<file path="src/rtl/l2p_pkg.sv">
// l2p_pkg: shared constants, coefficient table and pipeline control type
// for the four-lane polynomial log2 block. No dependencies.
package l2p_pkg;

  // lane count and fixed-point format of the result
  localparam int LANES       = 4;
  localparam int FRAC_BITS   = 24;

  // single-precision field layout
  localparam int X_W         = 32;
  localparam int MANT_W      = 23;
  localparam int M_W         = MANT_W + 1;
  localparam int EXP_W       = 8;
  localparam int EXPO_W      = EXP_W + 1;
  localparam int EXP_BIAS    = 127;
  localparam logic [EXP_W-1:0] EXP_ALL_ONES = '1;

  // result width on the output bus
  localparam int OUT_W       = 33;

  // polynomial datapath widths: |p| stays below 4, plus sign and margin
  localparam int COEF_Q      = 30;
  localparam int DEGREE      = 5;
  localparam int P_W         = FRAC_BITS + 4;
  localparam int PROD_W      = P_W + M_W + 1;
  localparam int FPROD_W     = P_W + M_W;

  // one decode stage, a multiply and a round/add stage per product
  localparam int LANE_STAGES = 2 * DEGREE + 3;
  localparam int PIPE_DEPTH  = LANE_STAGES + 1;

  // stream bus widths, padded to whole bytes
  localparam int IN_DW       = ((LANES * X_W + 7) / 8) * 8;
  localparam int OUT_DW      = ((LANES * OUT_W + 7) / 8) * 8;

  // coefficients c0..c5 in Q30
  localparam logic signed [63:0] COEF_Q30 [DEGREE+1] = '{
    64'sd3345553930,
    -64'sd3569331498,
    64'sd2790488785,
    -64'sd1322345591,
    64'sd341679004,
    -64'sd36975380
  };

  // coefficient k brought to FRAC_BITS, round half up
  function automatic logic signed [P_W-1:0] coef(input int k);
    logic signed [63:0] v;
    int                 sh;
    sh = COEF_Q - FRAC_BITS;
    v  = COEF_Q30[k];
    if (sh > 0) begin
      v = (v + (64'sd1 <<< (sh - 1))) >>> sh;
    end
    return P_W'(v);
  endfunction

  // per-stage load enables from the flow control to the lanes
  typedef struct packed {
    logic [PIPE_DEPTH-1:0] en;
  } pipe_ctl_t;

endpackage

</file>
<file path="src/rtl/l2p_ctrl.sv">
// l2p_ctrl: valid bits and ripple-back load enables of the pipeline.
// Depends on l2p_pkg.
module l2p_ctrl (
  input  logic               clk,
  input  logic               rst,
  input  logic               s_tvalid,
  output logic               s_tready,
  output logic               m_tvalid,
  input  logic               m_tready,
  output l2p_pkg::pipe_ctl_t ctl
);

  logic [l2p_pkg::PIPE_DEPTH-1:0] vld;
  logic [l2p_pkg::PIPE_DEPTH-1:0] en;

  // a stage loads when it is empty or its content moves on
  always_comb begin
    en[l2p_pkg::PIPE_DEPTH-1] = !vld[l2p_pkg::PIPE_DEPTH-1] || m_tready;
    for (int i = l2p_pkg::PIPE_DEPTH - 2; i >= 0; i--) begin
      en[i] = !vld[i] || en[i+1];
    end
  end

  // valid bits follow the data
  always_ff @(posedge clk) begin
    if (rst) begin
      vld <= '0;
    end else begin
      if (en[0]) begin
        vld[0] <= s_tvalid;
      end
      for (int i = 1; i < l2p_pkg::PIPE_DEPTH; i++) begin
        if (en[i]) begin
          vld[i] <= vld[i-1];
        end
      end
    end
  end

  assign ctl.en   = en;
  assign s_tready = en[0];
  assign m_tvalid = vld[l2p_pkg::PIPE_DEPTH-1];

endmodule

</file>
<file path="config.mk">
export PLATFORM = sky130hd
export DESIGN_NAME = l2p_ctrl
export DESIGN_NICKNAME = d
export VERILOG_FILES = /design/src/rtl/l2p_pkg.sv /design/src/rtl/l2p_ctrl.sv
export SDC_FILE = /design/constraint.sdc
export NUM_CORES = 1
export LEC_CHECK = 0
export BUFFER_PORTS_ARGS = -buffer_cell sky130_fd_sc_hd__clkbuf_2
export CAP_MARGIN = 15
export CORE_AREA = 2 2 39 41
export CTS_CLUSTER_SIZE = 40
export DETAILED_ROUTE_END_ITERATION = 8
export DIE_AREA = 0 0 41 43
export GPL_ROUTABILITY_DRIVEN = 0
export GPL_TIMING_DRIVEN = 0
export PLACE_DENSITY = 0.76
export SLEW_MARGIN = 10
export SYNTH_ARGS = -nofsm -noshare
export SYNTH_HDL_FRONTEND = slang
export SYNTH_SLANG_ARGS = --single-unit
</file>
<file path="constraint.sdc">
create_clock -name clk -period 2.4 [get_ports clk]
set_clock_uncertainty 0.2 [all_clocks]
set_input_delay 0.48 -clock clk [delete_from_list [all_inputs] [get_ports clk]]
set_output_delay 0.48 -clock clk [all_outputs]
set_load 0.01 [all_outputs]
</file>
==> impl_metrics.tcl <==
set metrics [dict create \
    status "finished clean" \
    cpMaxStageDelayCell "dfxtp_1" \
    synth-seq-cells 14 \
    setup_slack_ns 0.192 \
    syn_inst 71 \
    hold_violations 0 \
    hp-start "s_tvalid" \
    finalMaxSlewViolations 0 \
    final.fill_count 131 \
    crit_required_ns 1.72 \
    syn_nets 75 \
    dp_slack_ns 0.242 \
    slew_headroom 0.664 \
    worst_hold_slack_ns 0.201 \
    grt_pass1_vias 483 \
    final_core_util 0.571 \
    syn2layout_area_growth_pct 23.7 \
    yosysWarnings 0 \
    fin_crit_sh 0.920 \
    holdCritPathClass "in -> reg" \
    ff2ff_setup_slack_ns 1.02 \
    start_util 0.462 \
    maxCapViolCount 0 \
    grt_setup_unrepaired "no" \
    grt_pass1_wl_um 1970 \
    port_buffers 19 \
    antenna_cells 0 \
    rows 14 \
    final_common_cell "clkbuf_2" \
    r2r_cells 5 \
    ioPinCount 20 \
    tightest_slew_ns 0.504 \
    largest_register "vld" \
    timing.rr.start "vld[12]" \
    path_cells "and4b_1 > buf_6 > buf_8 > nand4_2 > buf_4 > clkbuf_2" \
    cp-start-kind "register" \
    dr.pass1.iters 2 \
    p_per_area_mw_per_mm2 530 \
    finalSetupViolCount 0 \
    dpl_cell_area_um2 754 \
    die-area_mm2 0.00176 \
    drt-total-wl_um 1290 \
    r2r-end "vld[0]" \
    cts-buffers-inserted 3 \
    cts-resized-gates 0 \
    track_usage 0.176 \
    drt_iter0_drc 2 \
    antenna_found_initial 0 \
    ff_latch_area_um2 280 \
    synth.top_cell.area_share 0.438 \
    seq_area_frac_synth 0.438 \
    drc 0 \
    final_cell_mix "clkbuf_2, dfxtp_1, inv_1" \
    fp.dieH_um 43 \
    max_clock_freq_mhz 453 \
    yosys.area.top_type "dfxtp_1" \
    ys_types 21 \
    power_mw 0.419 \
    ir_worst_vdd_mv 0.446 \
    min_period_ns 2.21 \
    clock_latency_ns 0.29 \
    top_regs "vld: 14 flops" \
    cp_data_arrival_time_ns 1.53 \
    chipWidth_um 41 \
    clk_pin_slew_worst_paths_ns 0.09 \
    syn_avg_cell_area_um2 9.01 \
    root_buffer "clkbuf_4" \
    ant_nets 0 \
    overflow 0 \
    holdBufCountCts 0 \
    cts_sinks 14 \
    crit_path_end "ctl[0]" \
    grt_max_degree 11 \
    routed_via_density 5.27 \
    largest_reg_flops 14 \
    cp-end-kind "primary output" \
    critical_path_class "reg -> out" \
    coreArea_mm2 0.00138 \
    cp-startpoint "vld[12]" \
    max_stage_delay_ns 0.37 \
    stdcell_count 110 \
    vias 580 \
    path_max_fanout 10 \
    postCtsSetupBuffers 0 \
    post-place-cells 106 \
    post-route-cell-area_um2 791 \
    cts_tree "built" \
    setup_tns_ns 0 \
    multi_input_area_um2 269 \
    synth_area_um2 639 \
    nets 99 \
    avgRoutedWirePerCell_um 11.7 \
    clockBufferDepth 2 \
    htreeDepth 1 \
    dp_hpwl_um 982 \
    synth_area_leaders "dfxtp_1, a21oi_1, inv_1, and4_1, nor2_1" \
    power_leakage_nw 0.347 \
    drive_gt1_frac 0.362 \
]
## synthesized netlist by cell type
cell type / number
buf_1: 1
and2_1: 2
nand3_1: 1
and3_1: 1
nand4_4: 1
nand2_1: 3
buf_6: 2
dfxtp_1: 14
a21oi_2: 2
buf_4: 1
and4_1: 4
nor2b_1: 1
nand4_2: 2
buf_8: 1
and3_2: 1
nand3_2: 1
and4b_1: 1
inv_1: 11
nor2_1: 7
nand4_1: 4
a21oi_1: 10
## report_power, final
part           total, mW  switching [mW]  leakage [nW]  internal [mW]
registers          0.237         0.00177         0.113          0.235
clock network      0.172          0.0798        0.0210         0.0925
logic            0.00994         0.00617         0.213        0.00377
## worst min path at each step
| stage | end | slack, ns | cells after the start |
|---|---|---|---|
| floorplan | vld[1] | 0.22 | 2 |
| global placement | vld[2] | 0.24 | 2 |
| detailed placement | vld[2] | 0.24 | 2 |
| CTS | vld[0] | 0.20 | 3 |
| global route | vld[0] | 0.20 | 3 |
| finish | vld[0] | 0.20 | 3 |
## final cells by class
cell class              count  share of cell area
clock buffers               4              0.0459
flip-flops and latches     14               0.354
multi-input cells          41               0.340
plain buffers               5              0.0617
inverters                  11              0.0522
repair buffers             19               0.120
well taps                  16              0.0253
## cell families (layout without fill, tap and decap cells)
group,after synthesis,count (layout),share of synthesized area
AND/OR/NAND/NOR,29,29,0.315
AO/OA/AOI/OAI,12,12,0.106
buffers and inverters,16,39,0.141
flip-flops,14,14,0.438
## critical path, delay by kind of cell (launching register included)
family	cells	cell delay (ns)
buffers and inverters	4	0.55
flip-flops	1	0.37
AND/OR/NAND/NOR	2	0.33
## metal layers
metal	track usage	vias up	routed length, µm
li1	-	286	-
met1	0.199	266	536
met2	0.241	21	615
met3	0.0838	7	85
met4	0.140	0	48
met5	0	-	0
No activity file was read; power rests on OpenSTA's default activity.
